**config.mk**
```make
export PLATFORM = sky130hd
export DESIGN_NAME = backslash_escape_decoder
export DESIGN_NICKNAME = d
export VERILOG_FILES = /design/src/sv/bsed_pkg.sv /design/src/sv/bsed_decode.sv /design/src/sv/bsed_outbuf.sv /design/src/sv/backslash_escape_decoder.sv
export SDC_FILE = /design/constraint.sdc
export NUM_CORES = 1
export LEC_CHECK = 0
export BUFFER_PORTS_ARGS = -buffer_cell sky130_fd_sc_hd__buf_2
export CELL_PAD_IN_SITES_DETAIL_PLACEMENT = 1
export CELL_PAD_IN_SITES_GLOBAL_PLACEMENT = 1
export CORE_ASPECT_RATIO = 1.75
export CORE_MARGIN = 4
export CORE_UTILIZATION = 41
export DETAILED_ROUTE_END_ITERATION = 12
export HOLD_SLACK_MARGIN = 0.05
export PLACE_DENSITY_LB_ADDON = 0.1
export SLEW_MARGIN = 25
export SYNTH_ARGS = -nofsm -noshare
export SYNTH_HDL_FRONTEND = slang
export SYNTH_SLANG_ARGS = --single-unit
```
**constraint.sdc**
```tcl
create_clock -name clk -period 2.9 [get_ports clk]
set_input_delay 0.145 -clock clk [delete_from_list [all_inputs] [get_ports clk]]
set_output_delay 0.145 -clock clk [all_outputs]
set_load 0.01 [all_outputs]
```
**src/sv/bsed_pkg.sv**
```systemverilog
// Shared types, codes and character tables for the backslash escape decoder.
// No dependencies; imported by every module of the block.
package bsed_pkg;

  // Item kinds on the input channel
  localparam logic [1:0] OP_DATA = 2'd0;
  localparam logic [1:0] OP_SEP  = 2'd1;
  localparam logic [1:0] OP_EOL  = 2'd2;

  // Decoder modes
  localparam logic [1:0] MODE_NORMAL = 2'd0;
  localparam logic [1:0] MODE_BSLASH = 2'd1;
  localparam logic [1:0] MODE_OCTAL  = 2'd2;
  localparam logic [1:0] MODE_HEX    = 2'd3;

  // Characters
  localparam logic [7:0] CH_BSLASH  = 8'h5C;
  localparam logic [7:0] CH_SPACE   = 8'h20;
  localparam logic [7:0] CH_NEWLINE = 8'h0A;
  localparam logic [7:0] CH_STOP    = 8'h63; // 'c'
  localparam logic [7:0] CH_ZERO    = 8'h30; // '0'
  localparam logic [7:0] CH_SEVEN   = 8'h37; // '7'
  localparam logic [7:0] CH_HEX     = 8'h78; // 'x'

  // Digit limits of the numeric escapes
  localparam logic [1:0] OCT_DIGITS = 2'd3;
  localparam logic [1:0] HEX_DIGITS = 2'd2;

  // Decoder state
  typedef struct packed {
    logic [1:0] mode;
    logic [8:0] acc;
    logic [1:0] cnt;
    logic       stopped;
  } st_t;

  // Up to two result bytes from one item
  typedef struct packed {
    logic [1:0] n;
    logic [7:0] b0;
    logic [7:0] b1;
  } res_t;

  typedef struct packed {
    logic       hit;
    logic [7:0] val;
  } map_t;

  // Single-character escapes
  function automatic map_t esc_map(input logic [7:0] b);
    map_t m;
    m.hit = 1'b1;
    case (b)
      8'h5C:   m.val = 8'h5C; // backslash
      8'h61:   m.val = 8'h07; // a
      8'h62:   m.val = 8'h08; // b
      8'h66:   m.val = 8'h0C; // f
      8'h6E:   m.val = 8'h0A; // n
      8'h72:   m.val = 8'h0D; // r
      8'h74:   m.val = 8'h09; // t
      8'h76:   m.val = 8'h0B; // v
      default: begin
        m.hit = 1'b0;
        m.val = 8'h00;
      end
    endcase
    return m;
  endfunction

  // Hex digit of either case; hit low for anything else
  function automatic map_t hex_map(input logic [7:0] b);
    map_t m;
    m.hit = 1'b1;
    case (b) inside
      [8'h30:8'h39]: m.val = b - 8'h30;
      [8'h61:8'h66]: m.val = b - 8'h57;
      [8'h41:8'h46]: m.val = b - 8'h37;
      default: begin
        m.hit = 1'b0;
        m.val = 8'h00;
      end
    endcase
    return m;
  endfunction

endpackage

```
**src/sv/bsed_decode.sv**
```systemverilog
// Combinational escape decoder: one item plus current state gives the next
// state and up to two result bytes. Depends on bsed_pkg.
module bsed_decode import bsed_pkg::*; (
  input  logic [1:0] op,
  input  logic [7:0] in_byte,
  input  logic       escapes_enabled,
  input  logic       suppress_newline,
  input  st_t        st,
  output st_t        st_nxt,
  output res_t       res
);

  st_t        clr;
  logic       fl_v;
  logic [7:0] fl_b;
  logic       e0_v, e1_v;
  logic [7:0] e0_b, e1_b;
  logic       plain;
  map_t       esc, hx;
  logic [8:0] acc_new;
  logic [1:0] cnt_new;

  assign esc = esc_map(in_byte);
  assign hx  = hex_map(in_byte);

  // Pending escape flush value
  always_comb begin
    clr      = '0;
    fl_v     = (st.mode != MODE_NORMAL);
    fl_b     = (st.mode == MODE_BSLASH) ? CH_BSLASH : st.acc[7:0];
    cnt_new  = st.cnt + 2'd1;
  end

  // Decode: e0 is the flushed or leading byte, e1 the main byte
  always_comb begin
    st_nxt  = st;
    e0_v    = 1'b0;
    e0_b    = fl_b;
    e1_v    = 1'b0;
    e1_b    = in_byte;
    plain   = 1'b0;
    acc_new = '0;
    case (op)
      OP_EOL: begin
        if (!st.stopped) begin
          e0_v = fl_v;
          e1_v = !suppress_newline;
          e1_b = CH_NEWLINE;
        end
        st_nxt = clr;
      end
      OP_SEP: begin
        if (!st.stopped) begin
          e0_v   = fl_v;
          e1_v   = 1'b1;
          e1_b   = CH_SPACE;
          st_nxt = clr;
        end
      end
      OP_DATA: begin
        if (!st.stopped) begin
          if (!escapes_enabled) begin
            e0_v   = fl_v;
            e1_v   = 1'b1;
            st_nxt = clr;
          end else begin
            case (st.mode)
              MODE_OCTAL: begin
                if (in_byte >= CH_ZERO && in_byte <= CH_SEVEN) begin
                  acc_new = {st.acc[5:0], 3'b000} + {6'd0, in_byte[2:0]};
                  if (cnt_new >= OCT_DIGITS) begin
                    e1_v   = 1'b1;
                    e1_b   = acc_new[7:0];
                    st_nxt = clr;
                  end else begin
                    st_nxt.acc = acc_new;
                    st_nxt.cnt = cnt_new;
                  end
                end else begin
                  e0_v  = 1'b1;
                  plain = 1'b1;
                end
              end
              MODE_HEX: begin
                if (hx.hit) begin
                  acc_new = {st.acc[4:0], hx.val[3:0]};
                  if (cnt_new >= HEX_DIGITS) begin
                    e1_v   = 1'b1;
                    e1_b   = acc_new[7:0];
                    st_nxt = clr;
                  end else begin
                    st_nxt.acc = acc_new;
                    st_nxt.cnt = cnt_new;
                  end
                end else begin
                  e0_v  = 1'b1;
                  plain = 1'b1;
                end
              end
              MODE_BSLASH: begin
                st_nxt = clr;
                if (esc.hit) begin
                  e1_v = 1'b1;
                  e1_b = esc.val;
                end else if (in_byte == CH_STOP) begin
                  st_nxt.stopped = 1'b1;
                end else if (in_byte == CH_ZERO) begin
                  st_nxt.mode = MODE_OCTAL;
                end else if (in_byte == CH_HEX) begin
                  st_nxt.mode = MODE_HEX;
                end else begin
                  // unknown escape: backslash then the byte
                  e0_v = 1'b1;
                  e0_b = CH_BSLASH;
                  e1_v = 1'b1;
                end
              end
              default: plain = 1'b1;
            endcase
            // Ordinary byte handling, after any flush
            if (plain) begin
              st_nxt = clr;
              if (in_byte == CH_BSLASH) begin
                st_nxt.mode = MODE_BSLASH;
              end else begin
                e1_v = 1'b1;
              end
            end
          end
        end
      end
      default: ; // reserved kind: ignored
    endcase
  end

  // Pack the emissions in order
  always_comb begin
    if (e0_v) begin
      res.n  = e1_v ? 2'd2 : 2'd1;
      res.b0 = e0_b;
      res.b1 = e1_b;
    end else begin
      res.n  = {1'b0, e1_v};
      res.b0 = e1_b;
      res.b1 = e1_b;
    end
  end

endmodule

```
**src/sv/bsed_outbuf.sv**
```systemverilog
// Two-entry result register: holds the one or two bytes of a decoded item
// and hands them to the output channel in order. Depends on bsed_pkg.
module bsed_outbuf import bsed_pkg::*; (
  input  logic       clk,
  input  logic       rst_n,
  input  logic       load,
  input  res_t       res,
  output logic       can_load,
  output logic       out_tvalid,
  input  logic       out_tready,
  output logic [7:0] out_tdata,
  output logic       out_tlast
);

  logic [1:0] cnt_r, cnt_nxt;
  logic [7:0] b0_r, b1_r;
  logic       l0_r, l1_r;
  logic       pop;

  assign pop        = out_tvalid && out_tready;
  assign out_tvalid = (cnt_r != 2'd0);
  assign out_tdata  = b0_r;
  assign out_tlast  = l0_r;
  // Loadable when empty after this cycle
  assign can_load   = (cnt_r == 2'd0) || (cnt_r == 2'd1 && pop);

  always_comb begin
    cnt_nxt = cnt_r;
    if (load) begin
      cnt_nxt = res.n;
    end else if (pop) begin
      cnt_nxt = cnt_r - 2'd1;
    end
  end

  always_ff @(posedge clk) begin
    if (!rst_n) begin
      cnt_r <= 2'd0;
    end else begin
      cnt_r <= cnt_nxt;
    end
  end

  // Payload: load fills both slots, pop shifts slot 1 down
  always_ff @(posedge clk) begin
    if (load) begin
      b0_r <= res.b0;
      b1_r <= res.b1;
      l0_r <= (res.n == 2'd1);
      l1_r <= 1'b1;
    end else if (pop) begin
      b0_r <= b1_r;
      l0_r <= l1_r;
    end
  end

endmodule

```
**src/sv/backslash_escape_decoder.sv**
```systemverilog
// Top level of the backslash escape decoder: input register, decoder state,
// config registers and result buffer. Depends on bsed_pkg, bsed_decode, bsed_outbuf.
//
// Usage:
//   in_*  : one item per handshake; in_tuser is the kind (data, separator,
//           end of line), in_tdata the data byte.
//   out_* : decoded bytes; out_tlast marks the last result of an input item.
//   cfg_* : register writes, always ready; index 0 enables escape decoding,
//           index 1 suppresses the newline at end of line. Write while idle.
// Timing: an item is registered on accept, then decoded and loaded into the
//   result buffer once the buffer can take it; its first byte is valid as soon
//   as it is in the result buffer and is taken while out_tready is high.
// Throughput: 1 item per cycle for items giving zero or one byte, while
//   out_tready stays high; an item giving two bytes holds the decode stage
//   until the single output port takes its second byte from the two-entry result buffer.
// Reset: clears both config registers, the decoder state and all valids.
// Stall: when out_tready is low the result buffer holds; one more item is
//   taken into the input register, then in_tready drops.
module backslash_escape_decoder import bsed_pkg::*; (
  input  logic       clk,
  input  logic       rst_n,
  input  logic       in_tvalid,
  output logic       in_tready,
  input  logic [7:0] in_tdata,   // [7:0] in_byte
  input  logic [1:0] in_tuser,   // [1:0] op
  output logic       out_tvalid,
  input  logic       out_tready,
  output logic [7:0] out_tdata,  // [7:0] out_byte
  output logic       out_tlast,
  input  logic       cfg_valid,
  output logic       cfg_ready,
  input  logic       cfg_index,
  input  logic       cfg_data
);

  logic       in_vld_r;
  logic [1:0] op_r;
  logic [7:0] byte_r;
  logic       esc_en_r, sup_nl_r;
  st_t        st_r, st_nxt;
  res_t       res;
  logic       can_load;
  logic       consume;

  assign cfg_ready = 1'b1;
  assign consume   = in_vld_r && can_load;
  assign in_tready = !in_vld_r || consume;

  // Config registers
  always_ff @(posedge clk) begin
    if (!rst_n) begin
      esc_en_r <= 1'b0;
      sup_nl_r <= 1'b0;
    end else if (cfg_valid && cfg_ready) begin
      if (cfg_index == 1'b0) begin
        esc_en_r <= cfg_data;
      end else begin
        sup_nl_r <= cfg_data;
      end
    end
  end

  // Input register
  always_ff @(posedge clk) begin
    if (!rst_n) begin
      in_vld_r <= 1'b0;
    end else if (in_tready) begin
      in_vld_r <= in_tvalid;
    end
  end

  always_ff @(posedge clk) begin
    if (in_tvalid && in_tready) begin
      op_r   <= in_tuser;
      byte_r <= in_tdata;
    end
  end

  bsed_decode u_decode (
    .op               (op_r),
    .in_byte          (byte_r),
    .escapes_enabled  (esc_en_r),
    .suppress_newline (sup_nl_r),
    .st               (st_r),
    .st_nxt           (st_nxt),
    .res              (res)
  );

  // Decoder state advances once per consumed item
  always_ff @(posedge clk) begin
    if (!rst_n) begin
      st_r <= '0;
    end else if (consume) begin
      st_r <= st_nxt;
    end
  end

  bsed_outbuf u_outbuf (
    .clk        (clk),
    .rst_n      (rst_n),
    .load       (consume),
    .res        (res),
    .can_load   (can_load),
    .out_tvalid (out_tvalid),
    .out_tready (out_tready),
    .out_tdata  (out_tdata),
    .out_tlast  (out_tlast)
  );

  // Stop mark is only ever set with the decoder back in normal mode
  a_stop_mode: assert property (@(posedge clk) disable iff (!rst_n)
    st_r.stopped |-> (st_r.mode == MODE_NORMAL))
    else $error("stopped while an escape is pending");

  // Digit counts stay below the run length of their mode
  a_digits: assert property (@(posedge clk) disable iff (!rst_n)
    ((st_r.mode == MODE_OCTAL) |-> (st_r.cnt < OCT_DIGITS)) and
    ((st_r.mode == MODE_HEX) |-> (st_r.cnt < HEX_DIGITS)))
    else $error("digit count overran its escape");

  // No leftover accumulator outside the numeric modes
  a_idle_clear: assert property (@(posedge clk) disable iff (!rst_n)
    (st_r.mode == MODE_NORMAL || st_r.mode == MODE_BSLASH) |->
    (st_r.acc == 9'd0 && st_r.cnt == 2'd0))
    else $error("stale digit state");

  // Input is held back only while an item waits in the input register
  a_backpressure: assert property (@(posedge clk) disable iff (!rst_n)
    !in_tready |-> (in_vld_r && out_tvalid))
    else $error("input stalled with nothing pending");

endmodule

```
==> reports/metrics.cfg, run 1 <==
[sta]
worst-slew-pin-transition_ns = 0.598
finalCriticalPeriod_ns = 2.87
finalHoldViolCount = 0
grt_setup_unrepaired = yes
timing.clock.skew_ns = 0.00845
fmaxAchievable_ghz = 0.349
finalSetupViolCount = 0
slew_headroom = 0.601
drv_slew = 0
tcrit_tclk_final = 0.989
holdWs_ns = 0.0666

[run_status]
outcome = completed

[critical_path]
worstPathMaxFanout = 4
worst_path_max_delay_cell = or4_4
arrival_ns = 3.05
timing.critical_path.from_type = flip-flop
criticalPathCategory = flip-flop to flip-flop
r2r-end = u_outbuf.cnt_r[0]
cell_by_cell_trace_of_the_critical_path = inv_2, ha_4, and2_4, o2111a_1, or4_4, buf_6, nor4b_4, o22a_2, ha_4, nand2b_4, and3_4
timing.reg2reg.worst_path_depth = 11
reg2reg_setup_slack_ns = 0.03
timing.critical_path.to_type = flip-flop
critical-path-top-delay-family = simple AND/OR/NAND/NOR gates
path_common_cell = ha_4
cp.required_ns = 3.08
worst_r2r_startpoint = byte_r[0]
timing.critical_path.buf_inv = 2
timing.critical_path.slowest_cell_delay_ns = 0.56

[routing]
ant_nets = 0
drt_iter0_markers = 138
drc = 0
routed-via-count = 3171
drtPass1Iterations = 4
avgViaCountPerCell = 6.01
drt_wl_total_um = 11400
wl_per_cell_um = 21.6

[clock_tree]
cts_root_buffer = clkbuf_16
clk_transition_reported_paths_ns = 0.06
cts_num_sinks = 45
insertion_delay_ns = 0.29
cts-root-to-sink-buffers = 2
htree_num_levels = 2
tritoncts = built
cts_made_buffers = 5

[finish]
layout-drive-gt1-share = 0.261
final_cell_mix = buf_4 (51), nand2_1 (30), edfxtp_1 (27), buf_2 (27), nand3_1 (19)
flow.area_growth_from_synthesis_pct = 28.5
nets_final = 471
diodes = 0
layout_commonest_cell = buf_4

[floorplan]
die_height_um = 125
die_x_um = 74.8
start_util = 0.422
std_cell_rows = 42
floorplan.core_area_um2 = 7570
floorplan.die_area_um2 = 9330
design.portCount = 29

[logic_synthesis]
ys_seq_area_frac = 0.366
yosys_warnings = 0
synth_enable_flop_cells = 27
synthCells = 361
asyncSetResetFlopFracSynth = 0
syn-mean-instance-area_um2 = 8.86
synth-main-ff-cell = edfxtp_1
synthDistinctLibCells = 66
post_synth_instance_area_um2 = 3200
flops_latches_synth = 45
mappedNetlistNets = 393

[power]
vdd_ir_drop_max_mv = 0.312
static-leakage-power_nw = 1.65
p_total_mw = 1.77
power.density_nw_per_um2 = 431

[global_routing]
grt_start_max_net_pins = 20
grt.total_usage = 0.252
initial_antenna_violation_count = 0
grt_pass1_vias = 3340
global_route_wire_length_before_repair_um = 17600
globalRoute.totalOverflow = 0

[hold_path]
end_of_the_worst_hold_path = byte_r[0]
worst_hold_path_type = input port to flip-flop
start_point_of_the_worst_min_delay_path = in_tdata[0]
worst_hold_path.num_cells = 1

[flow_run]
drv.max_cap_violation_count = 0

[placement]
port_buffers = 27
globalplace.congestion = 0.934
dp.final_hpwl_um = 8770

-- area by class of cell --
cell class                      instances  area (um^2)
Timing Repair Buffer                   91          662
Clock buffer                            7          133
Fill cell                             918         3460
Tap cell                               88          110
Multi-Input combinational cell        277         1950
Inverter                               19         71.3
Sequential cell                        45         1170
Clock inverter                          1         7.51
-- cell families (layout without fill, tap and decap cells) --
logic type,Yosys count,after routing,synth area share
compound gates,117,117,0.262
simple gates,138,138,0.240
mux,4,4,0.0129
other cells,1,1,0.00117
fa+ha+maj,15,15,0.0587
buf+inv,39,118,0.0532
xor+xnor,2,2,0.00548
flops,45,45,0.366
-- metrics by stage --
| step | setup WS (ns) | utilization | cells | TNS, ns | instance area, um^2 |
|---|---|---|---|---|---|
| finish | 0.0328 | 0.543 | 528 | 0 | 4110 |
| global route | -0.0544 | 0.543 | 528 | -0.128 | 4110 |
| CTS | 0.00832 | 0.525 | 522 | 0 | 3980 |
| detailed placement | -0.0923 | 0.491 | 504 | -0.311 | 3720 |
| global placement | -0.0237 | 0.491 | 504 | -0.0359 | 3720 |
| floorplan | 0.0269 | - | 361 | 0 | 3200 |
-- worst max-delay path by stage --
stage / start / endpoint / slack (ns) / cells after the start
2_1_floorplan: byte_r[0] / u_outbuf.out_tdata[6] / 0.03 / 10
3_3_place_gp: byte_r[0] / u_outbuf.cnt_r[0] / -0.02 / 11
3_5_place_dp: byte_r[0] / u_outbuf.cnt_r[0] / -0.09 / 10
4_1_cts: byte_r[0] / u_outbuf.out_tdata[4] / 0.008 / 10
5_1_grt: byte_r[0] / u_outbuf.cnt_r[0] / -0.05 / 11
6_report: byte_r[0] / u_outbuf.cnt_r[0] / 0.03 / 11
-- cell usage after synthesis (all sizes together), types with 4 or more instances --
| master | instances | area [um^2] |
|---|---|---|
| nor3 | 5 | 25.0 |
| a21oi | 18 | 90.1 |
| o22ai | 11 | 68.8 |
| and2 | 6 | 37.5 |
| clkbuf | 10 | 37.5 |
| a21boi | 17 | 128 |
| o21ai | 18 | 90.1 |
| nand3 | 19 | 95.1 |
| edfxtp | 27 | 811 |
| a31oi | 5 | 31.3 |
| nor2 | 18 | 67.6 |
| buf | 10 | 61.3 |
| dfxtp | 18 | 360 |
| nand2 | 30 | 113 |
| inv | 18 | 67.6 |
| and3 | 6 | 37.5 |
| o211ai | 4 | 30.0 |
| nand2b | 17 | 106 |
| or2 | 4 | 25.0 |
| a22o | 7 | 61.3 |
| a211oi | 5 | 37.5 |
| ha | 15 | 188 |
| a21o | 4 | 30.0 |
| nand4 | 6 | 37.5 |
| nor2b | 10 | 62.6 |
-- power by group --
part / internal, mW / switching, mW
Clock: 0.320 / 0.244
Sequential: 0.750 / 0.0253
Combinational: 0.182 / 0.248
-- repair_timing --
action / 4_1_cts / 5_1_grt
pin swaps: 3 / 17
cloned: 0 / 0
resized for setup: 6 / 19
hold endpoints to repair: 9 / 0
endpoints found under the setup margin: 7 / 10
hold buffers: 9 / 0
setup buffers: 1 / 6
-- metal layers --
layer | vias up | share of wire | global-route usage
met3 | 46 | 0.022 | 0.0347
met4 | 0 | 0.069 | 0.161
li1 | 1503 | - | -
met5 | - | 0 | 0
met1 | 1552 | 0.36 | 0.257
met2 | 70 | 0.55 | 0.452
-- state kept, by name (all words and copies together) (netlist names) --
register	flops
u_outbuf.cnt_r	2
u_outbuf.out_tlast	1
esc_en_r	1
u_outbuf.out_tdata	8
sup_nl_r	1
u_outbuf.b1_r	8
st_r	13
op_r	2
byte_r	8
in_vld_r	1
Power figures use the tool's default switching activity.
==> run 2, diff against run 1 <==
- ABC_AREA: unset -> 1
- CAP_MARGIN: unset -> 5
- CORE_UTILIZATION: 41 -> 40
- PLACE_DENSITY: unset -> 0.88
- PLACE_DENSITY_LB_ADDON: 0.1 -> unset
==> run 2 against run 1 <==
Against the previous run: sequential share of layout area up 0.33 points; clock skew is 0.00090 ns higher; global-route usage is 0.61 points lower; fmax rose by 4.5%; synthesized cell count rose by 38%; clock power up 3%; clock-buffer cell count shrank 2; area after synthesis rose by 9.2%; register-to-register slack better by 0.12 ns; total power increased by 17%; non-clock buffer count is 41 lower; combinational power is 52% higher; largest power group unchanged.
==> reports/metrics.cfg, run 2 <==
[run_status]
outcome = completed

[sta]
tcrit_tclk_final = 0.946  ; -0.0430
grt_setup_unrepaired = no
worst-slew-pin-transition_ns = 0.561  ; -0.0369 ns
setup_ws_ns = 0.158  ; +0.125 ns
fmaxAchievable_ghz = 0.365  ; +4.5%
slew_headroom = 0.626  ; +0.0246
drv_slew = 0  ; unchanged
finalHoldViolCount = 0  ; unchanged
finalSetupTns_ns = 0  ; unchanged
finalCriticalPeriod_ns = 2.74  ; -0.125 ns
finalSetupViolCount = 0  ; unchanged
timing.clock.skew_ns = 0.00935  ; +0.000896 ns

[power]
clkPwrFrac = 0.283  ; -0.036
seqPwrFrac = 0.401  ; -0.037
power.switching_mw = 0.747  ; +44%
internal_power_mw = 1.32  ; +5.3%
vdd_ir_drop_max_mv = 0.267  ; -14%
static-leakage-power_nw = 1.86  ; +13%
power.combinational.fraction = 0.317  ; +0.074
switching_power_share_of_the_total = 0.362  ; +0.0694
power.density_nw_per_um2 = 509  ; +18%

[finish]
layout-drive-gt1-share = 0.171  ; -0.0907
stdcell_count = 660  ; +25%
nets_final = 576  ; +22%
final_cell_mix = nand2_1 (148), inv_1 (67), nor2_1 (43), nand3_1 (32)
number_of_fillers_in_the_final_layout = 1105  ; +20%
layout_commonest_cell = nand2_1
flow.area_growth_from_synthesis_pct = 16.3
largest_register = st_r
diodes = 0  ; unchanged
fin_util = 0.482  ; -0.0608
largest_register_ffs = 13  ; unchanged

[logic_synthesis]
synth_largest_area_cell = edfxtp_1
top_cells_by_area_synth = edfxtp_1 (23%), nand2_1 (16%), dfxtp_1 (10%), inv_1 (7.2%), ha_1 (5.4%)
synthCells = 498  ; +38%
post-synth-top-area-fraction = 0.232  ; -0.0213
synth_enable_flop_cells = 27  ; unchanged
asyncSetResetFlopFracSynth = 0  ; unchanged
synth-main-ff-cell = edfxtp_1
syn-mean-instance-area_um2 = 7.01  ; -21%
mappedNetlistNets = 530  ; +35%
post_synth_instance_area_um2 = 3490  ; +9.2%
yosys_warnings = 0  ; unchanged
netlist_top_cells_count = nand2_1 (149), inv_1 (67), nor2_1 (43)
flops_latches_synth = 45  ; unchanged
synthDistinctLibCells = 45  ; -32%
most_frequent_cell_after_synthesis = nand2_1
ys_seq_area_frac = 0.336  ; -0.0307

[floorplan]
std_cell_rows = 44  ; +4.8%
start_util = 0.414  ; -0.00816
design.portCount = 29  ; unchanged
die_height_um = 132  ; +5.4%
floorplan.die_area_um2 = 10300  ; +11%
die_x_um = 78.6  ; +5.2%
floorplan.core_area_um2 = 8420  ; +11%

[critical_path]
arrival_ns = 2.79  ; -0.26 ns
timing.critical_path.to_type = flip-flop
timing.critical_path.from_type = flip-flop
cp.required_ns = 2.95  ; -0.13 ns
worstPathMaxFanout = 7  ; +3
criticalPathCategory = flip-flop to flip-flop

[hold_path]
worst_hold_path_type = input port to flip-flop

[clock_tree]
htree_num_levels = 2  ; unchanged
insertion_delay_ns = 0.30  ; about the same
cts_num_sinks = 45  ; unchanged
clk_transition_reported_paths_ns = 0.06  ; about the same
cts-root-to-sink-buffers = 2  ; unchanged
cts_made_buffers = 5  ; unchanged
tritoncts = built
cts_root_buffer = clkbuf_16

[placement]
dpl_worst_slack_ns = 0.175  ; +0.267 ns
port_buffers = 27  ; unchanged
globalplace.congestion = 0.955  ; +2.2%
dp.final_hpwl_um = 9990  ; +14%
numPlacedInstances = 641  ; +27%

[routing]
drtPass1Iterations = 4  ; unchanged
drt_wl_total_um = 12200  ; +6.9%
drt_iter0_markers = 195  ; +41%
drc = 0  ; unchanged
wl_per_cell_um = 18.5  ; -15%
ant_nets = 0  ; unchanged
routed-via-count = 3562  ; +12%
avgViaCountPerCell = 5.40  ; -10%

[global_routing]
grt_start_max_net_pins = 25  ; +25%
grt.total_usage = 0.246  ; -0.00608
globalRoute.totalOverflow = 0  ; unchanged
grt_pass1_vias = 3861  ; +16%
global_route_wire_length_before_repair_um = 19500  ; +11%
initial_antenna_violation_count = 0  ; unchanged

[flow_run]
drv.max_cap_violation_count = 0  ; unchanged

## run 2: cell count changes in the layout (fill, tap and decap cells not counted), moves of 11 or more
cell and delta:
nand2_1 +118, inv_1 +51, buf_4 -38, nor2_1 +25, nand2b_1 -16, nand3_1 +13
a21boi_0 -11
## run 2: power groups by stage
stage | clock network [mW] | logic, mW | registers, mW
6_report | 0.584 | 0.654 | 0.828
4_1_cts | 0.594 | 0.651 | 0.828
3_3_place_gp | 0 | 0.605 | 0.834
5_1_grt | 0.617 | 0.723 | 0.835
2_1_floorplan | 0 | 0.413 | 0.843
3_5_place_dp | 0 | 0.635 | 0.842
## run 2: routing by layer
layer / vias to the layer above / global-route usage / wire (um)
met4: 0 / 0.173 / 971
met1: 1699 / 0.235 / 4160
met2: 93 / 0.468 / 6790
met5: - / 0 / 0
met3: 56 / 0.0253 / 290
li1: 1714 / - / -
## run 2: what timing repair did
action                                  CTS  global route
hold endpoints to repair                 10             0
setup buffers                             0             1
endpoints found under the setup margin    0             2
hold buffers                             10             0
resized for setup                         0             3
## run 2: cells by family (layout without fill, tap and decap cells)
family          after synthesis  count (layout)  synth area share
buf+inv                      87             134             0.100
other cells                   1               1           0.00107
flops                        45              45             0.336
fa+ha+maj                    15              15            0.0538
xor+xnor                      1               1           0.00251
compound gates               80              80             0.140
simple gates                269             269             0.366
## run 2: final cells by class
type                    count  area, um^2  area share
clock buffers               5         125      0.0308
flip-flops and latches     45        1170       0.289
clock inverters             3        25.0     0.00617
repair buffers             50         333      0.0820
multi-input cells         366        1970       0.486
well taps                 115         144      0.0355
inverters                  76         288      0.0709
## run 2: worst paths after layout
| path | from | to | slack, ns | depth (start not counted) |
|---|---|---|---|---|
| worst max-delay path | byte_r[0] | u_outbuf.out_tlast | 0.16 | 14 |
| worst max register to register | byte_r[0] | u_outbuf.out_tlast | 0.16 | 14 |
| worst min register to register | st_r[2] | st_r[2] | 0.50 | 2 |
| worst min-delay path | cfg_data | sup_nl_r | 0.12 | 3 |
## run 2: worst max-delay path, stage by stage (launching register included)
cell and delay, ns:
edfxtp_1 0.39, buf_4 0.18, ha_1 0.23, nor2_1 0.11, nor2_1 0.08, o21ai_4 0.27, nand2_2 0.11, nand2_2 0.10
nor2_1 0.06, nor3_1 0.17, a21oi_1 0.10, o21a_1 0.19, ha_1 0.29, nor2_1 0.15, inv_1 0.05
## run 2: per-stage QoR
| stage | instance area, um^2 | total power, mW | hold slack [ns] |
|---|---|---|---|
| floorplan | 3490 | 1.26 | 0.244 |
| detailed placement | 3800 | 1.48 | 0.323 |
| CTS | 4050 | 2.07 | 0.120 |
| finish | 4060 | 2.07 | 0.121 |
| global route | 4060 | 2.18 | 0.143 |
| global placement | 3800 | 1.44 | 0.323 |
